### src/fgjt_pkg.sv
`timescale 1ns / 1ps
// Shared types and constants for the functional graph jump table.
package fgjt_pkg;

  localparam int NODES_DEF   = 256;
  localparam int LEVELS_DEF  = 32;
  localparam int NODE_PORT_W = 8;
  localparam int STEPS_W     = 32;

  localparam logic ACT_WRITE = 1'b0;
  localparam logic ACT_QUERY = 1'b1;

  typedef enum logic [2:0] {
    ST_CLEAR,
    ST_IDLE,
    ST_RB_RD0,
    ST_RB_RD1,
    ST_RB_WR,
    ST_WALK,
    ST_DONE
  } fgjt_state_t;

  typedef struct packed {
    logic                   valid;
    logic [NODE_PORT_W-1:0] node;
  } fgjt_res_t;

endpackage

### src/fgjt_ctrl.sv
`timescale 1ns / 1ps
// Sequencer for clearing, rebuilding and walking the jump table.
module fgjt_ctrl #(
  parameter int NODES  = fgjt_pkg::NODES_DEF,
  parameter int LEVELS = fgjt_pkg::LEVELS_DEF,
  parameter int NODE_W = (NODES > 1) ? $clog2(NODES) : 1,
  parameter int LVL_W  = (LEVELS > 1) ? $clog2(LEVELS) : 1
) (
  input  logic                                 clk,
  input  logic                                 rst,
  input  logic                                 in_valid,
  output logic                                 in_ready,
  input  logic                                 action,
  input  logic [fgjt_pkg::NODE_PORT_W-1:0]     node,
  input  logic [fgjt_pkg::NODE_PORT_W-1:0]     succ_node,
  input  logic [fgjt_pkg::STEPS_W-1:0]         steps,
  output fgjt_pkg::fgjt_res_t                  res,
  input  logic                                 res_ready,
  output logic                                 mem_we,
  output logic [LVL_W+NODE_W-1:0]              mem_waddr,
  output logic [NODE_W-1:0]                    mem_wdata,
  output logic [LVL_W+NODE_W-1:0]              mem_raddr,
  input  logic [NODE_W-1:0]                    mem_rdata
);
  import fgjt_pkg::*;

  localparam logic [NODE_W-1:0] IDX_LAST       = NODE_W'(NODES - 1);
  localparam logic [LVL_W-1:0]  LVL_TOP        = LVL_W'(LEVELS - 1);
  localparam logic [LVL_W-1:0]  LVL_BUILD_LAST = LVL_W'(LEVELS - 2);
  localparam logic              HAS_UPPER      = (LEVELS > 1);

  fgjt_state_t state, state_next;

  logic                   built;
  logic [LVL_W-1:0]       lvl;
  logic [NODE_W-1:0]      idx;
  logic [NODE_W-1:0]      cur;
  logic                   pend;
  logic                   oob;
  logic [NODE_PORT_W-1:0] qnode;
  logic [LEVELS-1:0]      steps_q;

  logic [LEVELS-1:0]      steps_sat;
  logic [NODE_W-1:0]      cur_now;
  logic                   wr_ok;
  logic                   need_rebuild;

  // Saturate counts that reach past the top level.
  generate
    if (LEVELS >= STEPS_W) begin : g_wide
      assign steps_sat = LEVELS'(steps);
    end else begin : g_sat
      assign steps_sat = (|(steps >> LEVELS)) ? '1 : steps[LEVELS-1:0];
    end
  endgenerate

  assign wr_ok        = (32'(node) < NODES) && (32'(succ_node) < NODES);
  assign need_rebuild = !built && HAS_UPPER;
  assign cur_now      = pend ? mem_rdata : cur;
  assign in_ready     = (state == ST_IDLE);

  always_comb begin
    state_next = state;
    unique case (state)
      ST_CLEAR: begin
        if (idx == IDX_LAST) state_next = ST_IDLE;
      end
      ST_IDLE: begin
        if (in_valid && action == ACT_QUERY) begin
          state_next = need_rebuild ? ST_RB_RD0 : ST_WALK;
        end
      end
      ST_RB_RD0: state_next = ST_RB_RD1;
      ST_RB_RD1: state_next = ST_RB_WR;
      ST_RB_WR: begin
        if (idx == IDX_LAST && lvl == LVL_BUILD_LAST) state_next = ST_WALK;
        else state_next = ST_RB_RD0;
      end
      ST_WALK: begin
        if (lvl == '0) state_next = ST_DONE;
      end
      ST_DONE: begin
        if (res_ready) state_next = ST_IDLE;
      end
      default: state_next = ST_CLEAR;
    endcase
  end

  always_comb begin
    mem_we    = 1'b0;
    mem_waddr = {lvl, idx};
    mem_wdata = idx;
    mem_raddr = {lvl, cur_now};
    res.valid = 1'b0;
    res.node  = oob ? qnode : NODE_PORT_W'(cur_now);
    unique case (state)
      ST_CLEAR: begin
        mem_we    = 1'b1;
        mem_waddr = {LVL_W'(0), idx};
        mem_wdata = idx;
      end
      ST_IDLE: begin
        mem_we    = in_valid && action == ACT_WRITE && wr_ok;
        mem_waddr = {LVL_W'(0), NODE_W'(node)};
        mem_wdata = NODE_W'(succ_node);
      end
      ST_RB_RD0: mem_raddr = {lvl, idx};
      ST_RB_RD1: mem_raddr = {lvl, mem_rdata};
      ST_RB_WR: begin
        mem_we    = 1'b1;
        mem_waddr = {LVL_W'(lvl + 1'b1), idx};
        mem_wdata = mem_rdata;
      end
      ST_WALK: mem_raddr = {lvl, cur_now};
      ST_DONE: res.valid = 1'b1;
      default: ;
    endcase
  end

  always_ff @(posedge clk) begin
    if (rst) begin
      state <= ST_CLEAR;
      built <= 1'b0;
      idx   <= '0;
      lvl   <= '0;
      pend  <= 1'b0;
    end else begin
      state <= state_next;
      unique case (state)
        ST_CLEAR: idx <= idx + 1'b1;
        ST_IDLE: begin
          if (in_valid && action == ACT_WRITE && wr_ok) begin
            built <= 1'b0;
          end
          if (in_valid && action == ACT_QUERY) begin
            qnode   <= node;
            oob     <= (32'(node) >= NODES);
            steps_q <= steps_sat;
            cur     <= NODE_W'(node);
            pend    <= 1'b0;
            idx     <= '0;
            lvl     <= need_rebuild ? LVL_W'(0) : LVL_TOP;
            if (!need_rebuild) built <= 1'b1;
          end
        end
        ST_RB_WR: begin
          if (idx == IDX_LAST) begin
            idx <= '0;
            if (lvl == LVL_BUILD_LAST) begin
              lvl   <= LVL_TOP;
              built <= 1'b1;
            end else begin
              lvl <= lvl + 1'b1;
            end
          end else begin
            idx <= idx + 1'b1;
          end
        end
        ST_WALK: begin
          pend <= steps_q[lvl];
          cur  <= cur_now;
          if (lvl != '0) lvl <= lvl - 1'b1;
        end
        ST_DONE: begin
          pend <= 1'b0;
          cur  <= cur_now;
        end
        default: ;
      endcase
    end
  end

  // Walk only over a table that matches the latest writes.
  a_walk_built: assert property (@(posedge clk) disable iff (rst)
    (state == ST_WALK) |-> built)
    else $error("walk started on a stale table");

  // A valid write marks the table for rebuild.
  a_write_clears: assert property (@(posedge clk) disable iff (rst)
    (in_valid && in_ready && action == ACT_WRITE && wr_ok) |=> !built)
    else $error("write did not mark table for rebuild");

  // Rebuild never overwrites level 0.
  a_rebuild_upper: assert property (@(posedge clk) disable iff (rst)
    (state == ST_RB_WR) |-> (mem_waddr[LVL_W+NODE_W-1:NODE_W] != '0))
    else $error("rebuild wrote level 0");

  // A held result has folded its last read into cur.
  a_done_hold: assert property (@(posedge clk) disable iff (rst)
    (state == ST_DONE && $past(state) == ST_DONE) |-> !pend)
    else $error("held result still depends on memory read data");

endmodule

### config.mk
export PLATFORM = sky130hd
export DESIGN_NAME = fgjt_ctrl
export DESIGN_NICKNAME = d
export VERILOG_FILES = /design/src/fgjt_pkg.sv /design/src/fgjt_ctrl.sv
export SDC_FILE = /design/constraint.sdc
export NUM_CORES = 1
export LEC_CHECK = 0
export BUFFER_PORTS_ARGS = -buffer_cell sky130_fd_sc_hd__buf_2
export CORE_UTILIZATION = 50
export CTS_CLUSTER_SIZE = 20
export DETAILED_ROUTE_END_ITERATION = 10
export GPL_TIMING_DRIVEN = 0
export PLACE_DENSITY = 0.88
export SLEW_MARGIN = 20
export SYNTH_ARGS = -nofsm -noshare
export SYNTH_HDL_FRONTEND = slang
export SYNTH_SLANG_ARGS = --single-unit
### constraint.sdc
create_clock -name clk -period 5.34 [get_ports clk]
set_clock_uncertainty 0.1 [all_clocks]
set_input_delay 0.534 -clock clk [delete_from_list [all_inputs] [get_ports clk]]
set_output_delay 0.534 -clock clk [all_outputs]
set_load 0.01 [all_outputs]
== Word level (Yosys, flattened, before mapping) ==
Cells that the tools add are included.

* Add/sub/neg operators: 3
* $lt $le $gt $ge: 1
* Equal/unequal tests: 15
* Muxes and demuxes: 34
* Bitwise logic cells: 2
* Reduce and logical (&&, ||, !) cells: 20

{| class="wikitable"
|+ Operators by type and width
! operator !! count
|-
| 8-bit one-hot mux with 2 select lines || 3
|-
| 13-bit one-hot mux with 3 select lines || 1
|-
| 8-bit 2-to-1 mux || 4
|-
| 5-bit 2-to-1 mux || 5
|-
| 8-bit one-hot mux with 3 select lines || 1
|-
| 3-bit one-hot mux with 7 select lines || 1
|-
| 3-bit 2-to-1 mux || 6
|-
| 5-bit one-hot mux with 3 select lines || 1
|-
| 2-bit inequality test, second input constant || 6
|-
| 3-bit equality test, second input constant || 3
|-
| 3-bit AND reduction || 3
|-
| 3-bit nonzero test || 3
|-
| 8-bit by 1-bit adder with 8-bit output, second input constant || 1
|-
| 8-bit equality test, second input constant || 1
|-
| 1-bit 2-to-1 mux || 8
|-
| 4-bit AND reduction || 2
|-
| 3-bit by 2-bit equality test with 1-bit output, second input constant || 2
|-
| 5-bit by 6-bit < comparator with 1-bit output, second input constant || 1
|-
| 5-bit by 1-bit adder with 5-bit output, second input constant || 1
|-
| 1-bit binary-select mux with 5-bit select || 1
|-
| 5-bit equality test, second input constant || 1
|-
| 5-bit logical NOT || 1
|-
| 5-bit nonzero test || 1
|-
| 5-bit by 1-bit subtractor with 5-bit output, second input constant || 1
|-
| 10 further kinds || 17
|}

* Flip-flop bits (word level): 58
* Output and inout port bits: 45
* Logic and storage cells: 82

== Logic depth before layout (Yosys ltp) ==
Gate-level depths: netlist of the first run.

* Depth in word-level cells: 6
* Depth in mapped cells: 10

== Worst setup path before layout of the first run ==
OpenSTA, ideal clock, no wires.

* Kind: reg2reg
* From: reg state[2]
* To: reg steps_q[0], enable pin
* Setup time: 461 ps
* Arrival time: 3129 ps
* Slack: 1649 ps
* Stages on the path, launching flop included: 6
* Period minus slack after synthesis: 3691 ps
* Cells stage by stage: dfxtp_1 -> buf_2 -> nor2_1 -> nand2_1 -> buf_2 -> nor3_1

* Word-level cells in the longest chain between the ends: 2

{| class="wikitable"
|+ Ends and longest elaborated chain
! what !! RTL line !! source
|-
| start: declaration || fgjt_ctrl.sv:32 || <nowiki>fgjt_state_t state, state_next;</nowiki>
|-
| start signal: assignment || fgjt_ctrl.sv:128 || <nowiki>state <= state_next;</nowiki>
|-
| 3-bit by 1-bit equality test with 1-bit output || fgjt_ctrl.sv:129 || <nowiki>unique case (state)</nowiki>
|-
| 3-bit AND reduction (no line) || - ||
|-
| end signal: assignment || fgjt_ctrl.sv:138 || <nowiki>steps_q <= steps_sat;</nowiki>
|-
| end: declaration || fgjt_ctrl.sv:41 || <nowiki>logic [LEVELS-1:0] steps_q;</nowiki>
|}

No other way between the ends.
A chain may end at the register's enable or synchronous reset.

== Final worst setup path of the first run ==
* From: reg state[1]
* To: out mem_raddr[3]

* Word-level cells in the longest chain between the ends: 2

{| class="wikitable"
|+ Ends and longest elaborated chain
! what !! RTL line !! source
|-
| 3-bit by 2-bit equality test with 1-bit output || fgjt_ctrl.sv:96 || <nowiki>unique case (state)</nowiki>
|-
| 8-bit one-hot mux with 2 select lines * || fgjt_ctrl.sv:96 ||
|-
| end: declaration || fgjt_ctrl.sv:22 || <nowiki>output logic [LVL_W+NODE_W-1:0] mem_raddr,</nowiki>
|}

Every way passes the cells marked *; elsewhere a longest branch is shown, timed or not.

==> metrics.md, run 1 <==
| Metric | Value |
|---|---|
| Final std cells w/o fill | 549 |
| Post-CTS Setup Repair Bufs | 0 |
| Routed WL per cell | between 15 and 20 um |
| Drt initial violations | 354 |
| Reg power frac | 0.501 |
| Achievable frequency | approximately 0.35 GHz |
| Failing checks | design-rule violations |
| Sw Share | 0.211 |
| Die Footprint | roughly 7300 sq um |
| Initial antenna violation count | 0 |
| Peak supply drop | 155 uV |
| Die Width | 85.4 um |
| Avg Inst Size Synth | 10.1 sq um |
| Clk buf depth | 2 |
| DRT Wirelength | 9150 um |
| Post-Syn Instances | 346 |
| Async S/R FF share, synth | 0 |
| P&R area growth vs syn | 24.7% |
| Initial Util | 0.515 |
| Critical Path Fanout Max | 10 |
| Slew Limit Fails | 0 |
| Endpoints failing setup | 0 |
| Commonest non-fill, non-tap cell in the layout | buf_2 |
| Element type at the critical path end | output pin |
| First-pass DRT Iterations | 8 |
| Worst-Margin Slew | 712 ps |
| Unrepaired setup endpoints after global routing | false |
| Cell Rows | 30 |
| Utilization after layout | 0.642 |
| Layout Nets | 531 |
| CTS sink count | 58 |
| Rel. slew slack | 0.523 |
| Crit path time final | approximately 2800 ps |
| Startpoint types | register |
| Hold slack | 264 ps |
| Commonest non-fill, non-tap cells in the layout | buf_2 (115), nand2_1 (54), edfxtp_1 (40), nor2_1 (30), a21oi_1 (23) |
| Inserted Diodes | 0 |
| Critical Path RT | about 4700 ps |
| Ys Warns | 0 |
| First-pass GRT wire length | 14700 um |
| Endpoints failing hold | 0 |
| Syn Nets | 412 |
| Post-CTS sizing | 0 |
| Filler Cells Inserted | 539 |
| NetSw | a little over 0.0002 W |
| Clock Latency Late Sink | between 300 and 400 ps |
| Num CTS Buffers | 9 |
| Gr usage total | 0.260 |
| Die height | 85.4 um |
| Hold crit path type | in -> reg |
| Fin crit share | 0.532 |
| Combinational fraction of design power | 0.051 |
| Clock root cell | clkbuf_8 |
| Yosys cell types | 62 |
| Reg clk slew, reported paths | roughly 70 ps |
| MaxCap Viol Count | 0 |
| Clock Power Share | 0.449 |
| Crit path largest cell delay | 450 ps |
| Number of vias per cell | 5.97 |
| Number of flops mapped to enable cells by yosys | 40 |
| Core Area | between 6000 and 7000 sq um |
| H-Tree Level Count | 3 |
| Gp weighted congestion | 0.949 |
| Mapped Area | 3480 sq um |
| CTS tree | built |
| CP Class | reg -> out |
| Top FF cell, synth | edfxtp_1 |
| DRC viols | 1 |
| CP arrival | 2210 ps |
| Internal | 0.000764 W |
| Largest net degree at the start of global routing | 13 |
| Routed Antenna Nets | 0 |
| Hold-fix buffers, CTS | 0 |
| Post-synthesis sequential area ratio | 0.449 |
| Proportion of layout cells with a drive suffix above 1 | 0.371 |
| Most frequent cell on the critical path | nor2_1 |
| PortBufs | around 110 |
| Setup TNS | 0 ps |
| Power per cell area | 223 nW/um^2 |
| Ports | 106 |
| Vias in the first global route | between 3000 and 4000 |
| Vias post-DR | 3280 |
| Cells along the critical path | inv_1 > nor2_1 > clkbuf_1 > nor2_1 > a21oi_1 > buf_2 |
| Cells after DPL | 534 |
| Detailed placer's ending HPWL | 6680 um |
| Grt total ovfl | 0 |
| #FFs+latches synth | 58 |
| Status | finished, violations left |
| Lkg Pwr | 1.80 nW |
| Critical-path top delay cell | dfxtp_1 |
[kinds of logic (layout without fill, tap and decap cells)]
family | Yosys count | count (layout) | share of synthesized area
mux | 37 | 37 | 0.138
simple gates | 131 | 131 | 0.184
flops | 58 | 58 | 0.449
fa+ha+maj | 5 | 5 | 0.0180
compound gates | 76 | 76 | 0.145
xor+xnor | 6 | 6 | 0.0151
buf+inv | 33 | 156 | 0.0511
[per-stage QoR]
stage	cell area, sq um	total power (W)	worst slack, ps
after CTS	4340	0.000972	2550
after floorplan	3480	0.000510	1650
after detailed placement	4130	0.000543	2620
after global routing	4340	0.000997	2360
final	4340	0.000968	2500
after global placement	4100	0.000541	870
[state kept, by name, summed over array words and instances (netlist names)]
signal and cells:
steps_q 32, idx 8, cur 8, state 3, built 1, pend 1
lvl 5
[power by group through the flow]
stage	Combinational (W)	Clock (W)	Sequential [W]
after detailed placement	0.0000482	0	0.000495
after CTS	0.0000485	0.000439	0.000485
after global routing	0.0000537	0.000459	0.000485
after floorplan	0.0000163	0	0.000493
after global placement	0.0000463	0	0.000494
final	0.0000489	0.000434	0.000485
[Yosys cell counts (9+ instances only)]
cell type   n  area (sq um)
inv_1       9          33.8
a22oi_1    10          75.1
buf_2      10          50.1
mux2_2     18           203
nand2_1    54           203
nor2_1     30           113
dfxtp_1    18           360
edfxtp_1   40          1200
a21oi_1    23           115
mux2i_1    12           120
o21ai_0    10          50.1
[worst max-delay path: cells and delay by family, from the launching register on]
kind	cells	cell delay (ps)
buf+inv	3	750
simple gates	2	530
compound gates	1	130
flops	1	450
[layout make-up]
type / instances / area (sq um) / area share
Multi-Input combinational cell: 255 / 1740 / 0.402
Buffer: 24 / 144 / 0.0332
Timing Repair Buffer: 108 / 548 / 0.126
Sequential cell: 58 / 1560 / 0.360
Tap cell: 80 / 100 / 0.0231
Inverter: 9 / 33.8 / 0.00779
Clock buffer: 9 / 124 / 0.0286
Clock inverter: 6 / 82.6 / 0.0190
[path summary, 6_finish.rpt]
kind	from	to	slack, ps	cells after the start
max	state[1]	mem_raddr[3]	2500	6
min	steps[25]	steps_q[25]	260	1
max reg2reg	state[2]	steps_q[11]	2610	8
min reg2reg	built	built	500	2
[layer usage]
layer  global-route usage  wire, um  part of all wire
met1                0.343      3700              0.40
met2                0.433      4510              0.49
met3               0.0379       728             0.080
met4                0.103       209             0.023
met5                    0         0                 0
No activity file was read; power rests on OpenSTA's default activity.
==> run 2: changes to the inputs <==
==> constraint.sdc (replaced) <==
create_clock -name clk -period 2.8 [get_ports clk]
set_clock_uncertainty 0.1 [all_clocks]
set_input_delay 0.28 -clock clk [delete_from_list [all_inputs] [get_ports clk]]
set_output_delay 0.28 -clock clk [all_outputs]
set_load 0.01 [all_outputs]
==> run 2 against run 1 <==
The flow still finishes with violations (design-rule violations); sequential power increased by 91%; largest cell class unchanged; via count shrank 2.9%; sequential share of layout area increased by 0.10 points; first-iteration DRC count decreased by 2.0%; critical endpoint unchanged.
==> metrics.md, run 2 (synthesis results as in run 1) <==
| Metric | Value |
|---|---|
| Family with the most delay on the worst path | buffers and inverters |
| Largest register FFs | 32 (unchanged) |
| Cells after DPL | 532 (-0.37%) |
| Crit path largest cell delay | 450 ps (about the same) |
| Vias post-DR | 3184 (-2.9%) |
| Hold-fix buffers, CTS | 0 (unchanged) |
| Initial antenna violation count | 0 (unchanged) |
| Die height | 85.4 um (unchanged) |
| First-pass DRT Iterations | 8 (unchanged) |
| Clock Latency Late Sink | 340 ps (about the same) |
| Cell Rows | 30 (unchanged) |
| Slew Limit Fails | 0 (unchanged) |
| H-Tree Level Count | 3 (unchanged) |
| Peak supply drop | 327 uV (+110%) |
| Failing checks | design-rule violations |
| P&R area growth vs syn | 24.4% |
| Clk buf depth | 2 (unchanged) |
| CTS tree | built |
| Gr usage total | 0.253 (-0.00763) |
| Drt initial violations | 347 (-2.0%) |
| Reg power frac | 0.516 (+0.015) |
| Post-CTS Setup Repair Bufs | 0 (unchanged) |
| Worst-Margin Slew | 762 ps (+49.8 ps) |
| Lkg Pwr | 1.79 nW (-0.37%) |
| Critical Path RT | 2420 ps (-2290 ps) |
| Total power | 0.00179 W (+85%) |
| NetSw | 0.000374 W (+84%) |
| Largest net degree at the start of global routing | 20 (+7) |
| Post-CTS sizing | 0 (unchanged) |
| Die Footprint | 7290 sq um (unchanged) |
| Utilization after layout | 0.640 (-0.00185) |
| Sw Share | 0.209 (-0.00178) |
| Critical Path Fanout Max | 10 (unchanged) |
| Most frequent cell on the critical path | nor2_1 |
| Hold crit path type | in -> reg |
| Reg clk slew, reported paths | 70 ps (about the same) |
| Crit path time final | 2630 ps |
| Fin crit share | 0.940 |
| First-pass GRT wire length | 14200 um (-3.8%) |
| Commonest non-fill, non-tap cells in the layout | buf_2 (115), nand2_1 (54), edfxtp_1 (40), nor2_1 (30), a21oi_1 (23) |
| Top Registers | steps_q x32, cur x8, idx x8 |
| Core Area | 6760 sq um (unchanged) |
| MaxCap Viol Count | 0 (unchanged) |
| CTS sink count | 58 (unchanged) |
| Endpoints failing hold | 0 (unchanged) |
| Cells along the critical path | inv_1 > nor2_1 > clkbuf_1 > nor2_1 > a21oi_1 > buf_2 |
| Unrepaired setup endpoints after global routing | false |
| Routed Antenna Nets | 0 (unchanged) |
| Achievable frequency | roughly 0.38 GHz |
| Number of vias per cell | 5.82 (-2.6%) |
| Inserted Diodes | 0 (unchanged) |
| Clock root cell | clkbuf_8 |
| Grt total ovfl | 0 (unchanged) |
| Startpoint types | register |
| Rel. slew slack | 0.490 (-0.0331) |
| Initial Util | 0.515 (unchanged) |
| Detailed placer's ending HPWL | 6590 um (-1.3%) |
| Element type at the critical path end | output pin |
| Critical-path top delay cell | nor2_1 |
| Biggest register | steps_q |
| PortBufs | 105 (unchanged) |
| Status | finished, violations left |
| Final std cells w/o fill | 547 (-0.36%) |
| Commonest non-fill, non-tap cell in the layout | buf_2 |
| DRT Wirelength | 8980 um (-1.9%) |
| Die Width | 85.4 um (unchanged) |
| Layout Nets | 529 (-0.38%) |
| Num CTS Buffers | 9 (unchanged) |
| Ports | 106 (unchanged) |
| CP arrival | 2250 ps (+40 ps) |
| Clock Power Share | 0.432 (-0.017) |
| CP Class | reg -> out |
| DRC viols | 1 (unchanged) |
| Internal | 0.00142 W (+86%) |
| Combinational fraction of design power | 0.052 (about the same) |
| Power per cell area | 415 nW/um^2 (+86%) |
| Gp weighted congestion | 0.911 (-4.0%) |
| Routed WL per cell | 16.4 um (-1.6%) |
| Proportion of layout cells with a drive suffix above 1 | 0.368 (-0.00269) |
| Endpoints failing setup | 0 (unchanged) |
| Worst path bufs/invs | 3 (unchanged) |
| Vias in the first global route | 2949 (-2.3%) |
run 2: cell count changes in the layout (fill, tap and decap cells not counted):
cell	before	now
clkinv_1	1	0
clkbuf_1	8	9
clkbuf_8	12	14
nor3_2	1	0
clkinv_4	1	0
bufinv_16	2	1
buf_4	4	1
nor3_4	0	1
buf_8	0	1
run 2: cell type report:
cell class / count / area [sq um]
buffer: 24 / 144
clock buffer: 12 / 155
clock inverter: 3 / 40.0
fill: 546 / 2430
inverter: 9 / 33.8
multi-input combinational: 255 / 1750
sequential: 58 / 1560
tap: 80 / 100
timing repair buffer: 106 / 541
run 2: path summary, 6_finish.rpt:
kind,slack [ps],end,cells past startpoint,start
worst max-delay path,170,mem_raddr[3],6,state[1]
worst min-delay path,8,steps_q[4],1,steps[4]
worst max register to register,420,steps_q[11],6,state[2]
worst min register to register,490,built,2,built
run 2: power groups by stage:
stage          Combinational, W  Clock [W]  Sequential [W]
4_1_cts               0.0000927   0.000781        0.000925
6_report              0.0000933   0.000775        0.000925
2_1_floorplan         0.0000312          0        0.000941
5_1_grt                0.000102   0.000817        0.000924
3_3_place_gp          0.0000891          0        0.000943
3_5_place_dp          0.0000920          0        0.000943
run 2: routing by layer:
metal,part of all wire,GRT usage,wire (um),vias to the layer above
li1,-,-,-,1510
met1,0.41,0.323,3680,1484
met2,0.49,0.411,4380,167
met3,0.075,0.0574,676,23
met4,0.027,0.114,244,0
met5,0,0,0,-
run 2: through the flow:
stage	setup TNS, ps	setup slack, ps	area, sq um	hold slack, ps
after floorplan	0	98.1	3480	259
after global placement	-12870	-404	4110	356
after detailed placement	0	446	4130	358
after CTS	0	222	4330	3.78
after global routing	0	92.9	4330	2.57
final	0	167	4330	8.35
